$ cat src/rtl/core/pgalloc_pkg.sv
`timescale 1ns / 1ps
`default_nettype none

package pgalloc_pkg;

  localparam int MAX_PAGES  = 1024;
  localparam int MAX_BLOCKS = 4096;

  localparam int ADDR_W      = 32;
  localparam int PAGE_SHIFT  = 12;
  localparam int BLOCK_SHIFT = 10;
  localparam int PAGE_NUM_W  = ADDR_W - PAGE_SHIFT;
  localparam int BLOCK_NUM_W = ADDR_W - BLOCK_SHIFT;
  localparam int SPLIT_W     = PAGE_SHIFT - BLOCK_SHIFT;

  localparam int PAGE_AW     = $clog2(MAX_PAGES);
  localparam int PAGE_CNT_W  = $clog2(MAX_PAGES + 1);
  localparam int BLOCK_AW    = $clog2(MAX_BLOCKS);
  localparam int BLOCK_CNT_W = $clog2(MAX_BLOCKS + 1);

  localparam int FREE_W      = 24;
  localparam int CMD_W       = 3;
  localparam int CFG_IDX_W   = 1;
  localparam int IN_TDATA_W  = 32;
  localparam int OUT_TDATA_W = 64;

  localparam logic [CFG_IDX_W-1:0] REG_REGION_START = 1'b0;
  localparam logic [CFG_IDX_W-1:0] REG_REGION_END   = 1'b1;

  typedef enum logic [CMD_W-1:0] {
    CMD_INIT     = 3'd0,
    CMD_ALLOC_4K = 3'd1,
    CMD_ALLOC_1K = 3'd2,
    CMD_FREE_4K  = 3'd3,
    CMD_FREE_1K  = 3'd4,
    CMD_QUERY    = 3'd5
  } cmd_t;

  typedef enum logic [1:0] {
    ST_OK    = 2'd0,
    ST_EMPTY = 2'd1,
    ST_FULL  = 2'd2
  } status_t;

  typedef struct packed {
    logic [FREE_W-1:0] free_bytes;
    status_t           status;
    logic [ADDR_W-1:0] addr;
  } res_t;

  localparam int RES_W     = $bits(res_t);
  localparam int OUT_PAD_W = OUT_TDATA_W - RES_W;

endpackage

`default_nettype wire

$ cat src/rtl/core/pgalloc_ctrl.sv
`timescale 1ns / 1ps
`default_nettype none

module pgalloc_ctrl
  import pgalloc_pkg::*;
(
  input  wire logic                   clk,
  input  wire logic                   rst,
  input  wire logic                   cfg_we,
  input  wire logic [CFG_IDX_W-1:0]   cfg_index,
  input  wire logic [ADDR_W-1:0]      cfg_data,
  input  wire logic                   cmd_valid,
  output logic                        cmd_ready,
  input  wire logic [CMD_W-1:0]       cmd,
  input  wire logic [ADDR_W-1:0]      cmd_addr,
  output logic                        res_valid,
  input  wire logic                   res_ready,
  output res_t                        res,
  output logic                        pg_we,
  output logic [PAGE_AW-1:0]          pg_waddr,
  output logic [PAGE_NUM_W-1:0]       pg_wdata,
  output logic [PAGE_AW-1:0]          pg_raddr,
  input  wire logic [PAGE_NUM_W-1:0]  pg_rdata,
  output logic                        bk_we,
  output logic [BLOCK_AW-1:0]         bk_waddr,
  output logic [BLOCK_NUM_W-1:0]      bk_wdata,
  output logic [BLOCK_AW-1:0]         bk_raddr,
  input  wire logic [BLOCK_NUM_W-1:0] bk_rdata
);

  localparam int SUM_W = ((BLOCK_CNT_W + BLOCK_SHIFT) > (PAGE_CNT_W + PAGE_SHIFT) ?
                          (BLOCK_CNT_W + BLOCK_SHIFT) : (PAGE_CNT_W + PAGE_SHIFT)) + 1;

  typedef enum logic [4:0] {
    S_IDLE  = 5'b00001,
    S_INIT  = 5'b00010,
    S_READ  = 5'b00100,
    S_SPLIT = 5'b01000,
    S_DONE  = 5'b10000
  } state_t;

  typedef enum logic [1:0] {
    RD_PAGE  = 2'd0,
    RD_BLOCK = 2'd1,
    RD_SPLIT = 2'd2
  } rd_kind_t;

  state_t                  state;
  rd_kind_t                rd_kind;
  logic [ADDR_W-1:0]       region_start;
  logic [ADDR_W-1:0]       region_end;
  logic [PAGE_CNT_W-1:0]   page_count;
  logic [BLOCK_CNT_W-1:0]  block_count;
  logic [PAGE_NUM_W:0]     init_page;
  logic [SPLIT_W-1:0]      split_idx;
  logic [PAGE_NUM_W-1:0]   split_page;
  logic [ADDR_W-1:0]       res_addr;
  status_t                 res_status;

  logic                    accept;
  cmd_t                    cmd_code;
  logic                    page_full;
  logic                    page_empty;
  logic                    block_full;
  logic                    block_empty;
  logic                    init_more;
  logic [ADDR_W:0]         start_sum;
  logic [PAGE_NUM_W:0]     init_first;
  logic [PAGE_NUM_W:0]     init_last;
  logic [PAGE_CNT_W-1:0]   page_count_dec;
  logic [BLOCK_CNT_W-1:0]  block_count_dec;
  logic [SUM_W-1:0]        free_sum;

  assign cmd_ready       = (state == S_IDLE);
  assign accept          = cmd_valid && cmd_ready;
  assign cmd_code        = cmd_t'(cmd);
  assign page_full       = (page_count == PAGE_CNT_W'(MAX_PAGES));
  assign page_empty      = (page_count == '0);
  assign block_full      = (block_count == BLOCK_CNT_W'(MAX_BLOCKS));
  assign block_empty     = (block_count == '0);
  assign page_count_dec  = page_count - 1'b1;
  assign block_count_dec = block_count - 1'b1;

  assign start_sum  = {1'b0, region_start} + (ADDR_W + 1)'((1 << PAGE_SHIFT) - 1);
  assign init_first = start_sum[ADDR_W:PAGE_SHIFT];
  assign init_last  = {1'b0, region_end[ADDR_W-1:PAGE_SHIFT]};
  assign init_more  = (init_page < init_last);

  always_comb begin
    pg_we    = 1'b0;
    pg_waddr = page_count[PAGE_AW-1:0];
    pg_wdata = cmd_addr[ADDR_W-1:PAGE_SHIFT];
    pg_raddr = page_count_dec[PAGE_AW-1:0];
    bk_we    = 1'b0;
    bk_waddr = block_count[BLOCK_AW-1:0];
    bk_wdata = cmd_addr[ADDR_W-1:BLOCK_SHIFT];
    bk_raddr = block_count_dec[BLOCK_AW-1:0];
    if (accept && cmd_code == CMD_FREE_4K && !page_full) begin
      pg_we = 1'b1;
    end
    if (accept && cmd_code == CMD_FREE_1K && !block_full) begin
      bk_we = 1'b1;
    end
    if (state == S_INIT && init_more && !page_full) begin
      pg_we    = 1'b1;
      pg_wdata = init_page[PAGE_NUM_W-1:0];
    end
    if (state == S_SPLIT) begin
      bk_we    = 1'b1;
      bk_waddr = BLOCK_AW'(split_idx);
      bk_wdata = {split_page, split_idx};
    end
  end

  always_comb begin
    free_sum = SUM_W'({block_count, {BLOCK_SHIFT{1'b0}}})
             + SUM_W'({page_count, {PAGE_SHIFT{1'b0}}});
  end

  assign res_valid      = (state == S_DONE);
  assign res.addr       = res_addr;
  assign res.status     = res_status;
  assign res.free_bytes = (free_sum > SUM_W'({FREE_W{1'b1}})) ? {FREE_W{1'b1}}
                                                             : free_sum[FREE_W-1:0];

  always_ff @(posedge clk) begin
    if (rst) begin
      region_start <= '0;
      region_end   <= '0;
    end else if (cfg_we) begin
      unique case (cfg_index)
        REG_REGION_START: region_start <= cfg_data;
        REG_REGION_END:   region_end   <= cfg_data;
        default: ;
      endcase
    end
  end

  always_ff @(posedge clk) begin
    if (rst) begin
      state       <= S_IDLE;
      page_count  <= '0;
      block_count <= '0;
    end else begin
      unique case (state)
        S_IDLE: begin
          if (accept) begin
            res_addr   <= '0;
            res_status <= ST_OK;
            state      <= S_DONE;
            unique case (cmd_code)
              CMD_INIT: begin
                page_count  <= '0;
                block_count <= '0;
                init_page   <= init_first;
                state       <= S_INIT;
              end
              CMD_ALLOC_4K: begin
                if (page_empty) begin
                  res_status <= ST_EMPTY;
                end else begin
                  page_count <= page_count_dec;
                  rd_kind    <= RD_PAGE;
                  state      <= S_READ;
                end
              end
              CMD_ALLOC_1K: begin
                if (!block_empty) begin
                  block_count <= block_count_dec;
                  rd_kind     <= RD_BLOCK;
                  state       <= S_READ;
                end else if (!page_empty) begin
                  page_count <= page_count_dec;
                  rd_kind    <= RD_SPLIT;
                  state      <= S_READ;
                end else begin
                  res_status <= ST_EMPTY;
                end
              end
              CMD_FREE_4K: begin
                if (page_full) begin
                  res_status <= ST_FULL;
                end else begin
                  page_count <= page_count + 1'b1;
                end
              end
              CMD_FREE_1K: begin
                if (block_full) begin
                  res_status <= ST_FULL;
                end else begin
                  block_count <= block_count + 1'b1;
                end
              end
              default: ;
            endcase
          end
        end
        S_INIT: begin
          if (!init_more) begin
            state <= S_DONE;
          end else if (page_full) begin
            res_status <= ST_FULL;
            state      <= S_DONE;
          end else begin
            page_count <= page_count + 1'b1;
            init_page  <= init_page + 1'b1;
          end
        end
        S_READ: begin
          unique case (rd_kind)
            RD_PAGE: begin
              res_addr <= {pg_rdata, {PAGE_SHIFT{1'b0}}};
              state    <= S_DONE;
            end
            RD_BLOCK: begin
              res_addr <= {bk_rdata, {BLOCK_SHIFT{1'b0}}};
              state    <= S_DONE;
            end
            RD_SPLIT: begin
              split_page <= pg_rdata;
              split_idx  <= '0;
              state      <= S_SPLIT;
            end
            default: state <= S_DONE;
          endcase
        end
        S_SPLIT: begin
          if (split_idx == {{(SPLIT_W-1){1'b1}}, 1'b0}) begin
            // The top quarter goes straight out instead of being pushed and popped.
            block_count <= BLOCK_CNT_W'(split_idx) + 1'b1;
            res_addr    <= {split_page, {SPLIT_W{1'b1}}, {BLOCK_SHIFT{1'b0}}};
            state       <= S_DONE;
          end else begin
            split_idx <= split_idx + 1'b1;
          end
        end
        S_DONE: begin
          if (res_ready) begin
            state <= S_IDLE;
          end
        end
        default: state <= S_IDLE;
      endcase
    end
  end

endmodule

`default_nettype wire

$ cat config.mk
export PLATFORM = sky130hd
export DESIGN_NAME = pgalloc_ctrl
export DESIGN_NICKNAME = d
export VERILOG_FILES = /design/src/rtl/core/pgalloc_pkg.sv /design/src/rtl/core/pgalloc_ctrl.sv
export SDC_FILE = /design/constraint.sdc
export NUM_CORES = 1
export LEC_CHECK = 0
export BUFFER_PORTS_ARGS = -buffer_cell sky130_fd_sc_hd__clkbuf_2
export CORE_ASPECT_RATIO = 0.7
export CORE_MARGIN = 2
export CORE_UTILIZATION = 50
export DETAILED_ROUTE_END_ITERATION = 12
export GPL_ROUTABILITY_DRIVEN = 0
export HOLD_SLACK_MARGIN = 0.05
export MAX_ROUTING_LAYER = met4
export PLACE_DENSITY = 0.76
export SYNTH_ARGS = -nofsm -noshare
export SYNTH_HDL_FRONTEND = slang
export SYNTH_SLANG_ARGS = --single-unit
$ cat constraint.sdc
create_clock -name clk -period 5.83 [get_ports clk]
set_clock_uncertainty 0.15 [all_clocks]
set_input_delay 0.2915 -clock clk [delete_from_list [all_inputs] [get_ports clk]]
set_output_delay 0.2915 -clock clk [all_outputs]
set_load 0.005 [all_outputs]
==> out/results.tsv <==
stage	metric	value	unit
worst_setup_path	ff2ff_setup_slack	2.35	ns
hold_path	hold_crit_path_type	in2reg	
yosys	yosysTopAreaCellShare	20.8	%
cts	cts_setup_buffers	0	
timing	finalSetupViolations	0	
die	die-area	21000	um2
yosys	yosys_most_used_dff	dfxtp_1	
cells_and_area	finalNetCount	1566	
route	drcViolationCount	0	
cts	clk_pin_slew_worst_paths	0.06	ns
timing	max_slew_margin	17.9	%
timing	timing.final.ws_setup	1.45	ns
yosys	synthCells	1185	
die	boundaryPins	263	
route	detailed_route_iter0_violations	1114	
timing	fin_setup_tns	0	ns
yosys	synth_async_sr_flop_share	0	%
yosys	synthDominantAreaCellType	edfxtp_1	
pwr	pwr_density_cell	251	nW/um2
die	floorplan.core_area	19600	um2
worst_setup_path	cp_data_arrival_time	3.94	ns
global_route	grtUsageTotal	28.9	%
cts	clk_root_buffer_cell	clkbuf_16	
cts	insertion_delay	0.42	ns
yosys	share_of_the_yosys_chip_area_belonging_to_registers	37.2	%
worst_setup_path	critical_path.endpoint_type	output pin	
cells_and_area	area.growth.synth_to_final	22.5	%
timing	timing_max_transition_violations_final	0	
yosys	synth_area_per_cell	8.39	um2
die	die_height	122	um
route	routed_wl	30.2	mm
timing	layout_worst_path_cycle_share	75.2	%
yosys	synth.lib_cells_used.distinct	86	
cts	ctsHtreeMaxLevel	4	
cells_and_area	final_cell_count_no_fill	1695	
yosys	yosys-top-cells-area	edfxtp_1, dfxtp_1, nand2_1	
global_route	grt_start_max_net_pins	73	
timing	fin_crit	4.38	ns
timing	worst_pin_slew	1.23	ns
outcome	run_status	finished clean	
placement	detailed_place_hpwl	21.5	mm
worst_setup_path	timing.reg2reg.worst_path_depth	7	
placement	io_buffers	232	
yosys	synth_edf_count	69	
cts	cts_tree	built	
pwr	leakage	5.04	nW
die	start_util	50.6	%
hold_path	min_delay_path_depth	4	
global_route	first_pass_grt_wire_length	47.1	mm
cells_and_area	final_common_cell	nand2_1	
route	ant_nets	0	
worst_setup_path	setup.worst_path.class	reg2out	
yosys	yosys_register_bits	150	
cts	cts_inserted_buffers	17	
run	number_of_max_cap_violations	0	
global_route	number_of_antenna_violations_at_the_first_check_in_global_routing	1	
route	average_wire_per_standard_cell	17.8	um
cts	number_of_clock_sinks	150	
cts	clk_path_buf_depth	2	
die	die_w	173	um
cells_and_area	fillerInstances	1732	
global_route	first_global_vias	8758	
timing	fmaxAchievable	228	MHz
timing	setup_repair_after_global_routing_missed_its_margin	false	
cells_and_area	most-common-layout-cells	nand2_1, clkbuf_2, a21oi_1, dfxtp_1, edfxtp_1	
route	firstDrtPassIters	5	
pwr	final_total_pwr	3.06	mW
cells_and_area	final_core_utilization	62.0	%
worst_setup_path	cp_data_required_time	5.39	ns
route	route.vias.total	9530	
pwr	vdd.ir_drop.worst	0.141	mV
timing	timing.final.hold_violations	0	
placement	post-place-cells	1608	
yosys	synthesis.yosys.warnings	0	
worst_setup_path	path_max_fanout	21	
global_route	overflow	0	
worst_setup_path	worstSetupStartpointType	register	
yosys	synth.cell_area	9940	um2
die	row_count	43	
cells_and_area	drive_above_1_share	23.2	%
route	vias_per_cell	5.62	
placement	place_ws	1.89	ns
## per-layer routing
layer | up-vias | routed length [um] | global-route usage (%)
met1 | 4448 | 14100 | 40.8
met4 | 0 | 431 | 7.64
li1 | 4598 | - | -
met2 | 445 | 13100 | 42.3
met3 | 39 | 2530 | 5.87
met5 | - | 0 | -
## cells by family after synthesis
| group | Yosys count | share of synthesized area, % |
|---|---|---|
| other | 1 | 0.0377 |
| buffers and inverters | 151 | 7.43 |
| adder cells (fa/ha/maj) | 40 | 5.11 |
| flip-flops | 150 | 37.2 |
| AO/OA/AOI/OAI | 236 | 15.0 |
| AND/OR/NAND/NOR | 497 | 24.1 |
| XOR/XNOR | 62 | 5.46 |
| multiplexers | 48 | 5.73 |
## what timing repair did
action                                  CTS  global route
endpoints found under the hold margin    74             0
hold buffers                             54             0
resized for setup                         0             0
endpoints found under the setup margin    0             0
## where the power goes
group | leakage, nW | total, mW | internal [mW] | switching (mW)
combinational | 3.46 | 0.673 | 0.292 | 0.381
sequential | 1.30 | 1.24 | 1.17 | 0.0709
clock | 0.282 | 1.15 | 0.679 | 0.471
total | 5.04 | 3.06 | 2.14 | 0.923
## stage by stage
step | instance area (um2) | hold WS (ns)
floorplan | 10000 | 0.240
global placement | 11000 | 0.289
detailed placement | 11000 | 0.293
CTS | 12200 | 0.0551
global route | 12200 | 0.0685
finish | 12200 | 0.0732
## registers in the layout, indices dropped and copies added (netlist names), 5 cells and up
| register | flops |
|---|---|
| region_start | 32 |
| res_addr | 22 |
| init_page | 21 |
| region_end | 20 |
| split_page | 20 |
| block_count | 13 |
| page_count | 11 |
| state | 5 |
## synthesized netlist by cell type (15+ instances only)
library cell	count
nand2_1	252
nor4_1	15
clkbuf_1	51
buf_4	32
mux2i_1	25
ha_1	39
dfxtp_1	81
xnor2_1	27
nand4_1	15
nand3_1	29
xor2_1	35
nor3_1	29
o21ai_0	61
inv_1	43
a21oi_1	90
nor2_1	61
edfxtp_1	69
## area by class of cell
class	count	area, um2	area share [%]
flip-flops and latches	150	3690	30.3
multi-input cells	903	5610	46.1
diodes	1	2.50	0.0205
clock inverters	14	174	1.43
inverters	45	169	1.39
well taps	270	338	2.77
clock buffers	18	429	3.52
repair buffers	294	1760	14.5
## final timing paths
check,endpoint,from
setup / recovery,pg_wdata[19],init_page[6]
hold / removal,state[4],res_ready
setup reg to reg,state[4],init_page[6]
hold reg to reg,region_start[3],region_start[3]
## critical path, stage by stage (launching register included)
cell and delay, ns:
edfxtp_1 0.53, ha_1 0.35, a211oi_1 0.21, o21bai_1 0.12, a221oi_1 0.50, a21oi_1 0.25, nor3b_4 1.02, mux2_2 0.43
clkbuf_2 0.12
No activity file was read; power rests on OpenSTA's default activity.
